$ cat src/sv/utf8d_pkg.sv
// Package for the UTF-8 decoder and classifier: result types, status and lead codes,
// byte constants and the letter classification functions.
// Depends on nothing; utf8d_outq and utf8_decode_classify import it.
package utf8d_pkg;

	typedef enum logic [1:0] {
		ST_OK    = 2'd0,
		ST_BAD   = 2'd1,
		ST_TRUNC = 2'd2,
		ST_FOUR  = 2'd3
	} status_t;

	typedef enum logic [1:0] {
		LK_OTHER = 2'd0,
		LK_C2    = 2'd1,
		LK_C3    = 2'd2
	} lead_t;

	localparam logic [7:0]  LEAD_C2       = 8'hC2;
	localparam logic [7:0]  LEAD_C3       = 8'hC3;
	localparam logic [15:0] MODIFIER_LO   = 16'h02B0;
	localparam logic [15:0] MODIFIER_HI   = 16'h02FF;
	localparam logic [15:0] COMBINING_LO  = 16'h0300;
	localparam logic [15:0] COMBINING_HI  = 16'h036F;
	localparam logic [15:0] PUNCT_LO      = 16'h2000;
	localparam logic [15:0] PUNCT_HI      = 16'h2FFF;

	// Result queue depth; a power of two so that the pointers wrap on their own.
	localparam int QDEPTH = 4;
	localparam int QPTR_W = $clog2(QDEPTH);
	localparam int QCNT_W = $clog2(QDEPTH + 1);

	typedef struct packed {
		logic [15:0] code_point;
		logic        is_letter;
		status_t     status;
		logic [15:0] char_count;
		logic        is_last;
	} res_t;

	// Up to two results are written into the queue for one accepted byte.
	typedef struct packed {
		logic [1:0] n;
		res_t       a;
		res_t       b;
	} push_t;

	function automatic logic latin1_letter(input logic [15:0] cp);
		logic r;
		r = 1'b0;
		if (cp >= 16'h0041 && cp <= 16'h005A) r = 1'b1;
		if (cp >= 16'h0061 && cp <= 16'h007A) r = 1'b1;
		if (cp >= 16'h00C0 && cp <= 16'h00FF && cp != 16'h00D7 && cp != 16'h00F7) r = 1'b1;
		return r;
	endfunction

	function automatic logic wide_letter(input logic [15:0] cp, input logic l1_only);
		logic r;
		r = !l1_only;
		if (cp >= MODIFIER_LO && cp <= MODIFIER_HI) r = 1'b0;
		if (cp >= COMBINING_LO && cp <= COMBINING_HI) r = 1'b0;
		if (cp >= PUNCT_LO && cp <= PUNCT_HI) r = 1'b0;
		return r;
	endfunction

	function automatic res_t mk_res(input logic [15:0] cp, input logic letter,
			input status_t st, input logic [15:0] cnt);
		res_t r;
		r.code_point = cp;
		r.is_letter  = letter;
		r.status     = st;
		r.char_count = cnt;
		r.is_last    = 1'b0;
		return r;
	endfunction

endpackage

$ cat src/sv/utf8d_if.sv
// Channel interfaces of the UTF-8 decoder: byte input, result output and configuration.
// Each carries valid, ready and its payload; no package is needed.
interface utf8d_in_if;
	logic       valid;
	logic       ready;
	logic [7:0] in_byte;
	logic       end_of_string;
	modport source (output valid, in_byte, end_of_string, input ready);
	modport sink   (input valid, in_byte, end_of_string, output ready);
endinterface

interface utf8d_out_if;
	logic        valid;
	logic        ready;
	logic [15:0] code_point;
	logic        is_letter;
	logic [1:0]  status;
	logic [15:0] char_count;
	logic        is_last;
	modport source (output valid, code_point, is_letter, status, char_count, is_last,
		input ready);
	modport sink   (input valid, code_point, is_letter, status, char_count, is_last,
		output ready);
endinterface

interface utf8d_cfg_if;
	logic valid;
	logic ready;
	logic latin1_only;
	modport source (output valid, latin1_only, input ready);
	modport sink   (input valid, latin1_only, output ready);
endinterface

$ cat src/sv/utf8d_outq.sv
// Result queue of the UTF-8 decoder: takes up to two results a cycle, gives one.
// Depends on utf8d_pkg and utf8d_out_if.
module utf8d_outq (
	input  logic             clk,
	input  logic             arst_n,
	input  utf8d_pkg::push_t push,
	output logic             room,
	utf8d_out_if.source      chars
);
	import utf8d_pkg::*;

	res_t              mem_q [QDEPTH];
	logic [QPTR_W-1:0] wptr_q;
	logic [QPTR_W-1:0] rptr_q;
	logic [QCNT_W-1:0] count_q;
	logic              pop;
	res_t              head;

	assign pop  = chars.valid && chars.ready;
	// Space for a full pair must be free before another byte is taken.
	assign room = count_q <= QCNT_W'(QDEPTH - 2);
	assign head = mem_q[rptr_q];

	assign chars.valid      = count_q != '0;
	assign chars.code_point = head.code_point;
	assign chars.is_letter  = head.is_letter;
	assign chars.status     = head.status;
	assign chars.char_count = head.char_count;
	assign chars.is_last    = head.is_last;

	always_ff @(posedge clk) begin
		if (push.n != 2'd0) mem_q[wptr_q] <= push.a;
		if (push.n == 2'd2) mem_q[wptr_q + QPTR_W'(1)] <= push.b;
	end

	always_ff @(posedge clk or negedge arst_n) begin
		if (!arst_n) begin
			wptr_q  <= '0;
			rptr_q  <= '0;
			count_q <= '0;
		end else begin
			wptr_q  <= wptr_q + QPTR_W'(push.n);
			rptr_q  <= rptr_q + QPTR_W'(pop);
			count_q <= count_q + QCNT_W'(push.n) - QCNT_W'(pop);
		end
	end

endmodule

$ cat src/sv/utf8_decode_classify.sv
// Top level of the UTF-8 decoder and letter classifier: decode state and result selection.
// Depends on utf8d_pkg, the interfaces in utf8d_if and the result queue utf8d_outq.
//
//   channel  dir  payload                                             accepted when
//   cfg      in   latin1_only                                         valid && ready
//   utf8     in   in_byte, end_of_string                              valid && ready
//   chars    out  code_point, is_letter, status, char_count, is_last  valid && ready
//
// One byte request is taken in every cycle while the result queue holds at most two
// entries; the decode is a single pass of logic from the byte and the state registers
// into the queue, so each result is registered in the queue as its byte is taken.
// A byte gives zero, one or two results; with one result per byte and the output always
// ready the block keeps one byte per cycle, and pairs are drained at one per cycle.
// Reset clears the partial character, the count and latin1_only; the queue pointers clear.
// A stalled output holds its result while the queue fills, and the byte channel then
// drops ready; configuration requests are always taken.
module utf8_decode_classify #(
	parameter int COUNT_WIDTH = 16
) (
	input  logic         clk,
	input  logic         arst_n,
	utf8d_cfg_if.sink    cfg,
	utf8d_in_if.sink     utf8,
	utf8d_out_if.source  chars
);
	import utf8d_pkg::*;

	// Decode state: bits gathered so far, continuation bytes still due, which lead
	// byte opened the sequence, and whether it is a four-byte one.
	logic [15:0]            partial_q;
	logic [1:0]             bytes_left_q;
	lead_t                  lead_kind_q;
	logic                   four_q;
	logic [COUNT_WIDTH-1:0] chars_q;
	logic                   l1_q;

	logic [15:0]            partial_d;
	logic [1:0]             bytes_left_d;
	lead_t                  lead_kind_d;
	logic                   four_d;
	logic [COUNT_WIDTH-1:0] chars_d;

	logic                   room;
	logic                   acc;
	logic [7:0]             b;
	logic                   eos;
	logic [COUNT_WIDTH-1:0] cnt_inc;
	logic [15:0]            cur16;
	logic [15:0]            inc16;
	logic [15:0]            step16;
	logic [15:0]            shifted;
	logic [1:0]             left_dec;

	// The three ways a byte can produce a result. The abandoned-sequence report always
	// comes first; a finished character and the end-of-string report never come together.
	logic                   ev_abandon;
	logic                   ev_main;
	logic                   ev_endtrunc;
	res_t                   r_abandon;
	res_t                   r_main;
	res_t                   r_endtrunc;
	res_t                   r_rest;
	logic [1:0]             n_res;
	push_t                  push;

	assign b   = utf8.in_byte;
	assign eos = utf8.end_of_string;
	assign acc = utf8.valid && room;

	assign utf8.ready = room;
	assign cfg.ready  = 1'b1;

	// The count saturates at its top value; the result carries its low sixteen bits.
	assign cnt_inc  = (chars_q == {COUNT_WIDTH{1'b1}}) ? chars_q : chars_q + COUNT_WIDTH'(1);
	assign cur16    = 16'(chars_q);
	assign inc16    = 16'(cnt_inc);
	assign shifted  = {partial_q[9:0], b[5:0]};
	assign left_dec = bytes_left_q - 2'd1;

	always_comb begin
		partial_d    = partial_q;
		bytes_left_d = bytes_left_q;
		lead_kind_d  = lead_kind_q;
		four_d       = four_q;
		chars_d      = chars_q;
		step16       = cur16;
		ev_abandon   = 1'b0;
		ev_main      = 1'b0;
		r_main       = mk_res(16'd0, 1'b0, ST_BAD, cur16);
		r_abandon    = mk_res(16'd0, 1'b0, ST_TRUNC, cur16);

		if (b[7:6] == 2'b10) begin
			// Continuation byte.
			if (bytes_left_q != 2'd0) begin
				if (left_dec == 2'd0) begin
					ev_main = 1'b1;
					if (four_q) begin
						r_main = mk_res(16'd0, 1'b0, ST_FOUR, cur16);
					end else if (lead_kind_q != LK_OTHER) begin
						r_main = mk_res(shifted, latin1_letter(shifted), ST_OK, cur16);
					end else begin
						r_main = mk_res(shifted, wide_letter(shifted, l1_q), ST_OK, cur16);
					end
					partial_d    = 16'd0;
					bytes_left_d = 2'd0;
					lead_kind_d  = LK_OTHER;
					four_d       = 1'b0;
				end else begin
					partial_d    = shifted;
					bytes_left_d = left_dec;
				end
			end else begin
				// Stray continuation: reported, not counted.
				ev_main = 1'b1;
			end
		end else begin
			// Any other byte starts a character and abandons whatever was pending.
			ev_abandon   = bytes_left_q != 2'd0;
			partial_d    = 16'd0;
			bytes_left_d = 2'd0;
			lead_kind_d  = LK_OTHER;
			four_d       = 1'b0;
			chars_d      = cnt_inc;
			step16       = inc16;
			if (!b[7]) begin
				ev_main = 1'b1;
				r_main  = mk_res({8'd0, b}, latin1_letter({8'd0, b}), ST_OK, inc16);
			end else if (b[7:5] == 3'b110) begin
				partial_d    = {11'd0, b[4:0]};
				bytes_left_d = 2'd1;
				if (b == LEAD_C2) begin
					lead_kind_d = LK_C2;
				end else if (b == LEAD_C3) begin
					lead_kind_d = LK_C3;
				end
			end else if (b[7:4] == 4'b1110) begin
				partial_d    = {12'd0, b[3:0]};
				bytes_left_d = 2'd2;
			end else if (b[7:3] == 5'b11110) begin
				bytes_left_d = 2'd3;
				four_d       = 1'b1;
			end else begin
				// Lead bytes from 0xF8 up are counted and rejected at once.
				ev_main = 1'b1;
				r_main  = mk_res(16'd0, 1'b0, ST_BAD, inc16);
			end
		end

		// The end byte reports a sequence left open and returns the state to reset.
		ev_endtrunc = eos && (bytes_left_d != 2'd0);
		r_endtrunc  = mk_res(16'd0, 1'b0, ST_TRUNC, step16);
		if (eos) begin
			partial_d    = 16'd0;
			bytes_left_d = 2'd0;
			lead_kind_d  = LK_OTHER;
			four_d       = 1'b0;
			chars_d      = '0;
		end
	end

	always_comb begin
		n_res  = 2'(ev_abandon) + 2'(ev_main) + 2'(ev_endtrunc);
		r_rest = ev_main ? r_main : r_endtrunc;
		push.a = ev_abandon ? r_abandon : r_rest;
		push.b = r_rest;
		if (eos) begin
			if (n_res == 2'd2) begin
				push.b.is_last = 1'b1;
			end else begin
				push.a.is_last = 1'b1;
			end
		end
		push.n = acc ? n_res : 2'd0;
	end

	always_ff @(posedge clk or negedge arst_n) begin
		if (!arst_n) begin
			partial_q    <= 16'd0;
			bytes_left_q <= 2'd0;
			lead_kind_q  <= LK_OTHER;
			four_q       <= 1'b0;
			chars_q      <= '0;
		end else if (acc) begin
			partial_q    <= partial_d;
			bytes_left_q <= bytes_left_d;
			lead_kind_q  <= lead_kind_d;
			four_q       <= four_d;
			chars_q      <= chars_d;
		end
	end

	always_ff @(posedge clk or negedge arst_n) begin
		if (!arst_n) begin
			l1_q <= 1'b0;
		end else if (cfg.valid) begin
			l1_q <= cfg.latin1_only;
		end
	end

	utf8d_outq u_outq (
		.clk    (clk),
		.arst_n (arst_n),
		.push   (push),
		.room   (room),
		.chars  (chars)
	);

`ifndef NO_ASSERTIONS
	// An end byte leaves no partial character and a fresh count behind it.
	a_eos_clears: assert property (@(posedge clk) disable iff (!arst_n)
		acc && eos |=> bytes_left_q == 2'd0 && chars_q == '0 && !four_q)
		else $error("state not cleared after end of string");

	// Every end byte must give at least one result.
	a_eos_result: assert property (@(posedge clk) disable iff (!arst_n)
		acc && eos |-> push.n != 2'd0)
		else $error("end byte gave no result");

	// A four-byte marker only lives while continuation bytes are still due.
	a_four_pending: assert property (@(posedge clk) disable iff (!arst_n)
		four_q |-> bytes_left_q != 2'd0)
		else $error("four-byte flag without a pending sequence");

	// A 0xC2 or 0xC3 lead opens a two-byte sequence only.
	a_lead_kind: assert property (@(posedge clk) disable iff (!arst_n)
		lead_kind_q != LK_OTHER |-> bytes_left_q == 2'd1 && !four_q)
		else $error("Latin-1 lead kind with a longer sequence");
`endif

endmodule
$ cat src/flat_wrapper.sv
// flat-port wrapper written by rule: the top's interface ports become plain ports
module utf8_decode_classify_flat import utf8d_pkg::*;
#(
	parameter int COUNT_WIDTH = 16
)
  (clk, arst_n, cfg_valid, cfg_latin1_only, cfg_ready, utf8_valid, utf8_in_byte, utf8_end_of_string, utf8_ready, chars_valid, chars_code_point, chars_is_letter, chars_status, chars_char_count, chars_is_last, chars_ready);
  utf8d_cfg_if cfg_i ();
  utf8d_in_if utf8_i ();
  utf8d_out_if chars_i ();
  input  logic clk;
  input  logic arst_n;
  input wire logic [$bits(cfg_i.valid)-1:0] cfg_valid;
  input wire logic [$bits(cfg_i.latin1_only)-1:0] cfg_latin1_only;
  output wire logic [$bits(cfg_i.ready)-1:0] cfg_ready;
  input wire logic [$bits(utf8_i.valid)-1:0] utf8_valid;
  input wire logic [$bits(utf8_i.in_byte)-1:0] utf8_in_byte;
  input wire logic [$bits(utf8_i.end_of_string)-1:0] utf8_end_of_string;
  output wire logic [$bits(utf8_i.ready)-1:0] utf8_ready;
  output wire logic [$bits(chars_i.valid)-1:0] chars_valid;
  output wire logic [$bits(chars_i.code_point)-1:0] chars_code_point;
  output wire logic [$bits(chars_i.is_letter)-1:0] chars_is_letter;
  output wire logic [$bits(chars_i.status)-1:0] chars_status;
  output wire logic [$bits(chars_i.char_count)-1:0] chars_char_count;
  output wire logic [$bits(chars_i.is_last)-1:0] chars_is_last;
  input wire logic [$bits(chars_i.ready)-1:0] chars_ready;
  assign cfg_i.valid = cfg_valid;
  assign cfg_i.latin1_only = cfg_latin1_only;
  assign cfg_ready = cfg_i.ready;
  assign utf8_i.valid = utf8_valid;
  assign utf8_i.in_byte = utf8_in_byte;
  assign utf8_i.end_of_string = utf8_end_of_string;
  assign utf8_ready = utf8_i.ready;
  assign chars_valid = chars_i.valid;
  assign chars_code_point = chars_i.code_point;
  assign chars_is_letter = chars_i.is_letter;
  assign chars_status = chars_i.status;
  assign chars_char_count = chars_i.char_count;
  assign chars_is_last = chars_i.is_last;
  assign chars_i.ready = chars_ready;
  utf8_decode_classify #(.COUNT_WIDTH(COUNT_WIDTH)) u_core (.clk(clk), .arst_n(arst_n), .cfg(cfg_i), .utf8(utf8_i), .chars(chars_i));
endmodule
$ cat config.mk
export PLATFORM = sky130hd
export DESIGN_NAME = utf8_decode_classify_flat
export DESIGN_NICKNAME = d
export VERILOG_FILES = /design/src/sv/utf8d_pkg.sv /design/src/sv/utf8d_if.sv /design/src/sv/utf8d_outq.sv /design/src/sv/utf8_decode_classify.sv /design/src/flat_wrapper.sv
export SDC_FILE = /design/constraint.sdc
export NUM_CORES = 1
export LEC_CHECK = 0
export ABC_AREA = 1
export BUFFER_PORTS_ARGS = -buffer_cell sky130_fd_sc_hd__buf_2
export CAP_MARGIN = 40
export CORE_AREA = 2 2 134 136
export DETAILED_ROUTE_END_ITERATION = 10
export DIE_AREA = 0 0 136 138
export MAX_ROUTING_LAYER = met4
export PLACE_DENSITY = 0.73
export SLEW_MARGIN = 40
export SYNTH_ARGS = -nofsm -noshare
export SYNTH_HDL_FRONTEND = slang
export SYNTH_SLANG_ARGS = --single-unit
$ cat constraint.sdc
create_clock -name clk -period 9 [get_ports clk]
set_input_delay 0.45 -clock clk [delete_from_list [all_inputs] [get_ports clk]]
set_output_delay 0.45 -clock clk [all_outputs]
set_load 0.005 [all_outputs]
Yosys cells after proc, flatten, opt, wreduce, memory -nomap -nowiden --
Memories as Yosys holds them, arrays and structs flattened. Index checks and enable logic that the tools add are counted.
Word-level totals: register bits after elaboration 39, bits in writable memories 144, input port bits 15, output and inout bits 39, word-level logic and storage cells 147, memories kept 1
Memories:
- u_core.u_outq.mem_q | words 4, width 36, rd ports 1, clocked after memory_dff 0, write ports 2, RTL line utf8d_outq.sv:12 | res_t mem_q [QDEPTH];
Cells by class: $add $sub $neg 9, $lt $le $gt $ge 18, eq/ne operators 15, mux-type cells 71, reductions and logical operators 24
Operator list (count):
- 36-bit two-way mux | 9
- 16-bit two-way mux | 3
- 10-bit two-way mux | 4
- 2-bit two-way mux | 17
- 1-bit two-way mux | 33
- 16-bit by 10-bit greater-or-equal comparator with 1-bit output (second input constant) | 2
- 16-bit by 7-bit greater-or-equal comparator with 1-bit output (second input constant) | 2
- 16-bit by 10-bit less-or-equal comparator with 1-bit output (second input constant) | 2
- 16-bit by 7-bit less-or-equal comparator with 1-bit output (second input constant) | 2
- 16-bit by 8-bit inequality test with 1-bit output (second input constant) | 2
- 20-bit two-way mux | 1
- 17-bit two-way mux | 1
- 16-bit by 1-bit adder with 16-bit output (second input constant) | 1
- 16-bit equality test (second input constant) | 1
- 8-bit equality test (second input constant) | 2
- 16-bit by 14-bit greater-or-equal comparator with 1-bit output (second input constant) | 1
- 16-bit by 8-bit greater-or-equal comparator with 1-bit output (second input constant) | 1
- 8-bit by 7-bit greater-or-equal comparator with 1-bit output (second input constant) | 2
- 16-bit by 14-bit less-or-equal comparator with 1-bit output (second input constant) | 1
- 16-bit by 8-bit less-or-equal comparator with 1-bit output (second input constant) | 1
- 8-bit by 7-bit less-or-equal comparator with 1-bit output (second input constant) | 2
- 8-bit inequality test (second input constant) | 2
- 1-bit logical AND | 15
- 5-bit two-way mux | 2
- other kinds (21) | 28

Depth between registers and ports, before layout --
Gate-level depths: netlist (run 1).
depth after elaboration 14, depth in mapped cells 18, gate-level depth less buffers 16

Modules after synthesis --
Synthesis (run 1) repeated with hierarchy kept, for this count alone.
Second synthesis, totals: cells, all modules 1237, area, all modules 10869.2 um2
By module, submodules not included:
- utf8d_outq | instances 1, cells an instance 793, area an instance 7853.8 um2, sequential area each 4499.3 um2
- utf8_decode_classify | instances 1, cells an instance 444, area an instance 3015.4 um2, sequential area each 800.8 um2

Worst setup path after synthesis (run 1) --
OpenSTA, ideal clock, no wires.
path type input -> register, start point in utf8_in_byte[6], end point mem u_core.u_outq.mem_q[0][0] in the netlist's numbering, enable pin, setup time 0.479 ns, arrival 4.473 ns, required time 8.521 ns, setup slack 4.048 ns, stages on the path 11, path buffers 1, cells stage by stage inv_1 nand2_4 buf_6 nor2_1 a21oi_1 nand2_1 nand2_1 fa_1 inv_1 o21ai_0 o21ai_0
RTL lines:
- start: declaration | RTL line flat_wrapper.sv:16 | input wire logic [$bits(utf8_i.in_byte)-1:0] utf8_in_byte;
- end: declaration | RTL line utf8d_outq.sv:12

==> flow_results.org, run 1 <==
** Status
- The run finished, with violations left.
- The final reports fail on hold timing.

** Clock network
- For the worst-skew pair, the clock arrives at the later sink with an insertion delay of approximately 0.43 ns.
- Total clock buffers created by CTS :: 17
- Clock Sinks :: approximately 180
- The number of setup buffers added after CTS is 0.
- In this run the clock root is driven by a clkbuf_16.
- TritonCTS clock tree :: yes
- Post-CTS repair changed the size of 0 cells.
- Worst-case clock buffer depth :: 2
- Count of hold buffers inserted by post-cts repair :: 0
- In this run the number of H-tree levels came out at 4.
- After clock tree synthesis, the clock-pin slew on the worst setup and hold paths is 0.07 ns.

** Global routing
- The number of global-route vias before repair was roughly 6700.
- Global routing finished with a remaining overflow of 0.
- The first global-routing pass estimated approximately 35000 um of wire.
- The number of antenna violations at the first check in global routing came to 1.
- Entering global routing, the biggest net connects 75 pins.
- Global routing consumed, over all layers together, about a quarter of the routing resources.

** Timing
- Between clock sinks in the finished design, the worst skew comes to between 0.009 and 0.01 ns.
- Share of the clock period used by the worst path :: between 30% and 40%
- Setup total negative slack :: 0 ns
- Final worst slack :: between 5 and 6 ns
- The number of pins exceeding their max-slew limit in the final report was 0.
- Final hold analysis gives a worst-case slack of -0.00398 ns.
- In this run the tightest slew margin relative to its limit is 48.0%.
- For this run, the top clock speed supported by timing is between 0.3 and 0.4 GHz.
- The worst path in the final design needs a cycle of approximately 3.3 ns, including I/O delays and setup.
- The final count of hold timing violations is 5.
- Setup violations remaining at the end of the flow were counted as 0.
- Setup repair after global routing left no endpoint under its margin.
- Transition time of the tightest slew-check pin :: 0.775 ns

** Run
- Max-cap violations in this run came to 0.

** Drt
- Wire segments on met3 add up to roughly 1800 um in the final route.
- Top Metal Used :: met4
- Remaining design rule violation count :: 0
- Before antenna repair, the detailed router went through 5 iterations.
- After detailed routing, the average wire length per cell comes to 17.8 um.
- Drt initial violations :: 581
- Routed metal-1 wirelength :: about 9900 um
- Wires add up to ~23000 um.
- Detail Route Antenna Nets :: 0
- The routed layout has 7218 vias.
- After detailed routing, the met2 layer carries roughly 10000 um of wire.
- Via density per instance :: approximately 5.7

** Layout
- The top cell types in the final layout, fill and taps aside, are 177 x nor2_1, 144 x edfxtp_1, 138 x nand2_1, 123 x o21ai_0, 66 x nand3_1.
- Layout Cells excl Fill :: around 1300
- The area growth from synthesis to layout is 9.51%.
- The layout has between 1000 and 1500 filler cells.
- After routing the design area is 10300 um2.
- Proportion of layout cells with a drive suffix above 1 :: between 15 and 20%
- Final layout net count :: 1047
- Most frequent standard cell in the layout excluding fill and tap cells :: nor2_1

** Place
- At the end of routability-driven placement, the weighted congestion stood at around 0.9.
- The HPWL after detailed placement is approximately 15000 um.
- Counting tap cells, the placed design contains a total of approximately 1200 instances.
- The placed instances occupy a cell area of roughly 10000 um2.
- Timing analysis after detailed placement gives a worst setup slack of between 5 and 6 ns.
- Port buffering added 52 buffers.

** Power and ir drop
- Internal power contribution :: roughly 1.9 mW
- Part of the total power dissipated in sequential elements :: roughly two fifths
- Portion of total power attributed to combinational logic :: 37.2%
- Leak pwr :: ~4 nW
- Power spread over the standard cell area amounts to roughly 310 nW/um2.
- Psw :: approximately 1.3 mW
- IR analysis of the VDD net gives a maximum drop of between 0.00015 and 0.0002 V.
- Switching fraction of total power :: ~40%
- Per report_power, the clock group accounts for 22.6% of the total.

** Floorplanning
- Die outline area :: ~19000 um2
- In this run the vertical extent of the chip is between 100 and 150 um.
- The floorplan step set the die width to around 140 um.
- Boundary Pins :: 54
- Row generation in the floorplan step produced 49 rows.
- In this run the standard cell core region covers about 18000 um2.
- Effective utilization at floorplan :: between 50 and 60%

** Critical path
- Data on the critical path arrives at its endpoint at about 3.4 ns.
- STA classifies the critical path endpoint as a register.
- Largest stage delay on the critical path :: 0.54 ns
- The worst setup path is launched from an input pin.
- The largest individual stage delay along the critical path comes from the cell fa_1.
- Most common cell on crit path :: inv_1
- Critical path fanouts, max :: 36
- Critical path start-end classification :: in2reg
- Data on the critical path is required at its endpoint by around 9 ns.
- CP cell instances :: buf_2 -> inv_1 -> nand2_4 -> inv_2 -> a21oi_4 -> inv_1 -> fa_1 -> inv_1 -> nor2_2 -> nand2_4 -> nor2_1 -> inv_1 -> o21ai_4 -> buf_4

** Min path
- Worst Hold Class :: in2async

** Logic synthesis
- Mapped Avg Cell Area :: between 9 and 10 um2
- Netlist Area Pre-Place :: 9430 um2
- Register bit count reported by yosys :: ~180
- Sequential elements use approximately 56% of the synthesized area.
- Post-synth net total :: approximately 1000
- For this run, the number of Yosys warnings is 0.
- Cell variety after synth :: between 40 and 50
- Synth Instances :: roughly 1000
power by group through the flow:
stage | clock [mW] | sequential (mW) | combinational, mW
4_1_cts | 0.734 | 1.30 | 1.21
2_1_floorplan | 0 | 1.20 | 0.918
5_1_grt | 0.761 | 1.32 | 1.35
3_3_place_gp | 0 | 1.31 | 1.18
3_5_place_dp | 0 | 1.31 | 1.20
6_report | 0.734 | 1.30 | 1.21
state kept, by name, summed over array words and instances (netlist names):
register               cells
u_core.u_outq.mem_q      144
u_core.chars_q            16
u_core.partial_q          10
u_core.u_outq.count_q      3
u_core.bytes_left_q        2
u_core.lead_kind_q         2
u_core.u_outq.rptr_q       2
u_core.u_outq.wptr_q       2
u_core.four_q              1
u_core.l1_q                1
metrics by stage:
step / hold slack [ns] / utilization, % / total power [mW]
6_report: -0.00398 / 58.9 / 3.24
5_1_grt: 0.0370 / 58.9 / 3.43
4_1_cts: 0.0139 / 58.9 / 3.24
3_5_place_dp: 0.474 / 55.6 / 2.52
3_3_place_gp: 0.477 / 55.6 / 2.48
2_1_floorplan: 0.154 / - / 2.12
cell type report:
| type | instances | area, um2 | area share (%) |
|---|---|---|---|
| flip-flops and latches | 183 | 5300 | 51.4 |
| multi-input cells | 692 | 3580 | 34.6 |
| clock buffers | 17 | 425 | 4.12 |
| repair buffers | 58 | 308 | 2.98 |
| well taps | 229 | 287 | 2.77 |
| inverters | 72 | 277 | 2.68 |
| clock inverters | 14 | 149 | 1.44 |
| diodes | 1 | 2.50 | 0.0242 |
kinds of logic (layout without fill, tap and decap cells):
group / after synthesis / count (layout) / share of synthesized area (%)
simple gates: 436 / 436 / 20.9
other cells: 1 / 2 / 0.0398
buf+inv: 128 / 161 / 6.35
flops: 183 / 183 / 56.2
fa+ha+maj: 8 / 8 / 1.22
compound gates: 230 / 230 / 13.6
xor+xnor: 17 / 17 / 1.66
final timing paths:
| kind | startpoint | endpoint | slack (ns) | cells after the start |
|---|---|---|---|---|
| max | utf8_in_byte[6] | u_core.u_outq.mem_q[2][4]$_DFFE_PP_ | 5.70 | 14 |
| min | arst_n | u_core.partial_q[9]$_DFFE_PN0P_ | -0.004 | 1 |
| max reg2reg | u_core.bytes_left_q[1]$_DFFE_PN0P_ | u_core.u_outq.mem_q[2][4]$_DFFE_PP_ | 5.79 | 12 |
| min reg2reg | u_core.lead_kind_q[0]$_DFFE_PN0P_ | u_core.lead_kind_q[0]$_DFFE_PN0P_ | 0.50 | 2 |
| max in group asynchronous | arst_n | u_core.u_outq.rptr_q[0]$_DFF_PN0_ | 8.57 | 1 |
| min in group clk | cfg_valid | u_core.l1_q$_DFFE_PN0P_ | 0.21 | 2 |
cell usage after synthesis (all sizes together):
| cell | instances | area share (%) |
|---|---|---|
| nor2 | 188 | 8.1 |
| o21ai | 166 | 9.1 |
| nand2 | 150 | 6.7 |
| edfxtp | 144 | 46 |
| nand3 | 79 | 4.9 |
| inv | 70 | 2.8 |
| o22ai | 41 | 2.7 |
| dfrtp | 39 | 10 |
| buf | 34 | 2.6 |
| clkbuf | 22 | 0.88 |
| a21oi | 14 | 0.94 |
| xor2 | 13 | 1.3 |
| nor3 | 10 | 0.58 |
| ha | 6 | 0.80 |
| nand4 | 6 | 0.40 |
| a31oi | 4 | 0.40 |
| xnor2 | 4 | 0.37 |
| clkinv | 2 | 0.093 |
| fa | 2 | 0.42 |
| a211oi | 1 | 0.13 |
| a21boi | 1 | 0.080 |
| conb | 1 | 0.040 |
| nor4 | 1 | 0.13 |
| o2111ai | 1 | 0.093 |
| o211ai | 1 | 0.080 |
| o31ai | 1 | 0.080 |
| or2 | 1 | 0.066 |
| or4 | 1 | 0.080 |
worst max-delay path, delay by kind of cell:
| family | cells | cell delay [ns] |
|---|---|---|
| adder cells (fa/ha/maj) | 1 | 0.54 |
| AO/OA/AOI/OAI | 2 | 0.40 |
| buffers and inverters | 7 | 1.11 |
| AND/OR/NAND/NOR | 4 | 0.82 |
per-layer routing:
| metal | vias to the layer above | global-route usage, % |
|---|---|---|
| li1 | 3495 | - |
| met2 | 296 | 37.0 |
| met4 | 0 | 9.05 |
| met5 | - | - |
| met3 | 53 | 5.72 |
| met1 | 3374 | 34.7 |
Note: power is estimated with default switching activity, not from simulation.
==> inputs of run 2 (changes only) <==
clock period = 3.2 ns   (was 9 ns; I/O delays follow)
==> run 2 against run 1 <==
  * The run now ends clean
  * Highest routed layer unchanged
  * Sequential share of layout area shrank 2.2 points
  * Die area is the same
  * Via count grew 4.7%
  * Clock skew shrank 0.00064 ns
  * Sequential power grew to 2.7 times the previous value
  * Utilization grew 2.6 points
  * Sequential cell count is the same
  * Hold slack gained 0.037 ns
==> flow_results.org, run 2 (synthesis gave the netlist of run 1 again) <==
** Status
- The flow ran to the end, and the final reports show no timing, DRC or antenna violations.

** Floorplanning
- Die outline area :: 18800 um2 (unchanged)
- Effective utilization at floorplan :: 53.8% (unchanged)
- Placeable Area :: 17500 um2 (unchanged)
- Width of the die :: 136 um (unchanged)
- Boundary Pins :: 54 (unchanged)
- The number of rows created at floorplan is 49 (unchanged).
- The die extent in y was 138 um (unchanged).

** Drt
- The total iterations of the first detailed-routing run is 5 (unchanged).
- Via density per instance :: 5.74 (+0.76%)
- The routed wire length per instance was 18.1 um (+1.2%).
- Overall routed net length :: 23800 um (+5.2%)
- Via count :: 7560 (+4.7%)
- Drt initial violations :: 770 (+33%)
- The remaining design rule violation count came to 0 (unchanged).
- Detail Route Antenna Nets :: 0 (unchanged)

** Layout
- Signed area change from the synthesized netlist to the final layout :: 14.4%
- Number of flip-flops in the largest register :: 144 (unchanged)
- The net count reported at finish is 1097 (+4.8%).
- Proportion of layout cells with a drive suffix above 1 :: 19.3% (+3.6 points)
- Registers with the most flip-flops :: u_core.u_outq.mem_q (144), u_core.chars_q (16), u_core.partial_q (10)
- End-of-flow core utilization :: 61.5% (+2.6 points)
- Most frequent standard cell in the layout excluding fill and tap cells :: nor2_1
- The area taken by flip-flops and latches is 5300 um2 (about the same).
- The post-route cell area is 10800 um2 (+4.5%).
- The number of antenna repair diodes is 0 (-1).
- Commonest non-fill, non-tap cells in the layout :: 177 x nor2_1, 144 x edfxtp_1, 138 x nand2_1, 124 x o21ai_0, 66 x nand3_1
- The area of the multi-input gates came to 3580 um2 (+0.14%).
- Counting flops per register, the top entry is u_core.u_outq.mem_q.
- Filler instances :: 1458 (-2.0%)
- The non-filler instance count after layout is 1316 (+3.9%).

** Place
- Total placed instance area :: 9930 um2 (+1.8%)
- Instance count after placement with tap cells included :: 1252 (+1.5%)
- Pre-CTS setup slack :: 0.0955 ns (-5.23 ns)
- Final weighted congestion in routability-driven placement :: 0.955 (+6.2%)
- The number of buffers inserted by port buffering was 52 (unchanged).
- The placed wire-length estimate after detailed placement was 15700 um (+7.4%).

** Global routing
- Global-route wire length before repair :: 37100 um (+4.9%)
- Number of global-route vias before repair :: 6957 (+3.2%)
- The number of antenna violations at the first check in global routing came to 0 (-1).
- The aggregate global routing overflow is 0 (unchanged).
- Total Routing Usage GR :: 26.7% (+1.5 points)
- The largest net degree at the start of global routing is 74 (-1.3%).

** Critical path
- The arrival time of the worst setup path came to 3.13 ns (-0.24 ns).
- The endpoint required time on the critical path came to 3.38 ns (-5.69 ns).
- Critical path start-end classification :: reg2reg
- Launch point of the worst reg-to-reg path :: u_core.bytes_left_q[1]$_DFFE_PN0P_
- Critical Path Sink Type :: register
- Critical path fanouts, max :: 24 (-33%)
- Worst setup startpoint :: u_core.bytes_left_q[1]$_DFFE_PN0P_
- Kind of launch point of the worst setup path :: register

** Clock network
- Total clock buffers created by CTS :: 17 (unchanged)
- Post-CTS clock slew at the launch and capture registers of the worst setup and hold paths :: 0.07 ns (about the same)
- TritonCTS clock tree :: yes
- The number of levels the H-tree was split into came to 4 (unchanged).
- Worst skew pair latency :: 0.45 ns (+0.02 ns)
- The cell sitting at the root of the clock tree is a clkbuf_16.
- The number of clock sinks seen by CTS is 183 (unchanged).
- The number of buffers on the longest clock path was 2 (unchanged).

** Timing
- Final hold vios :: 0 (-5)
- The total negative slack was 0 ns (unchanged).
- Max-slew violation count :: 0 (unchanged)
- Final worst slack :: 0.249 ns (-5.45 ns)
- Of the available clock period, the critical path in the final layout requires about 92%.
- Subtracting the final worst setup slack from the clock period gives between 2 and 3 ns.
- Worst-case headroom to the max-slew limit :: 50.5% (+2.5 points)
- Transition time of the tightest slew-check pin :: 0.743 ns (-0.0320 ns)
- Setup skew after layout :: 0.00882 ns (-0.000641 ns)
- Derived from the worst setup path, the maximum achievable clock frequency is ~0.34 GHz.
- Endpoints failing setup :: 0 (unchanged)

** Power and ir drop
- The reported leakage power is 4.27 nW (+6.8%).
- The total power density per cell area was 879 nW/um2 (+180%).
- The maximum VDD drop was 0.000597 V (+240%).

** Run
- The total of max-cap violations is 0 (unchanged).

** Min path
- The worst hold path begins at utf8_in_byte[0].
- Worst Hold Class :: in2reg
## run 2: cell types whose count changed in the layout (fill, tap and decap cells not counted), moves of 2 or more
cell / change
buf_4: +42
dlygate4sd3_1: +3
inv_6: +2
clkinv_2: -4
buf_12: +4
inv_8: +3
## run 2: report_power, final
group | switching, mW | internal (mW) | leakage (nW) | total [mW]
Combinational | 2.48 | 1.32 | 2.14 | 3.79
Clock | 0.995 | 1.18 | 0.292 | 2.18
Sequential | 0.345 | 3.16 | 1.84 | 3.51
Total | 3.82 | 5.66 | 4.27 | 9.48
## run 2: worst paths after layout
| path | to | slack, ns | cells past startpoint |
|---|---|---|---|
| min in group asynchronous | u_core.l1_q$_DFFE_PN0P_ | 0.24 | 2 |
| min reg2reg | u_core.lead_kind_q[1]$_DFFE_PN0P_ | 0.50 | 2 |
| max in group asynchronous | u_core.chars_q[2]$_DFFE_PN0P_ | 2.26 | 3 |
| max | u_core.u_outq.mem_q[3][3]$_DFFE_PP_ | 0.25 | 14 |
| max reg2reg | u_core.u_outq.mem_q[3][3]$_DFFE_PP_ | 0.25 | 14 |
| min | u_core.partial_q[0]$_DFFE_PN0P_ | 0.03 | 3 |
## run 2: worst max-delay path, cell delays in order (launching register included)
cell	delay [ns]
dfrtp_1	0.42
inv_2	0.10
nor2_1	0.07
a21oi_1	0.21
nand2_1	0.19
nand2_1	0.12
fa_1	0.44
inv_1	0.13
nor2_4	0.06
nand2_4	0.09
nor2_1	0.05
inv_1	0.18
nand2_4	0.07
inv_2	0.37
o21ai_0	0.18
## run 2: metal layers
metal,global-route usage [%],vias to the layer above,wire [um]
met4,9.05,0,442
met3,4.03,39,1450
met2,40.4,301,11500
met5,-,-,0
li1,-,3604,-
met1,37.1,3616,10400
## run 2: what timing repair did
item / 4_1_cts / 5_1_grt
hold buffers: 3 / 0
setup buffers: 0 / 29
setup endpoints to repair: 0 / 109
gates resized for setup: 0 / 3
endpoints found under the hold margin: 22 / 0
## run 2: cell type report
| cell class | instances | share of cell area (%) |
|---|---|---|
| flip-flops and latches | 183 | 49.1 |
| multi-input cells | 692 | 33.2 |
| repair buffers | 108 | 6.84 |
| clock buffers | 17 | 3.94 |
| well taps | 229 | 2.66 |
| inverters | 72 | 2.56 |
| clock inverters | 15 | 1.66 |
## run 2: stage by stage
step / hold WS (ns) / total power [mW]
after floorplan: -0.136 / 5.96
after global placement: 0.184 / 7.10
after detailed placement: 0.186 / 7.18
final: 0.0326 / 9.48
after global routing: 0.0449 / 10.1
after CTS: 0.0248 / 9.35
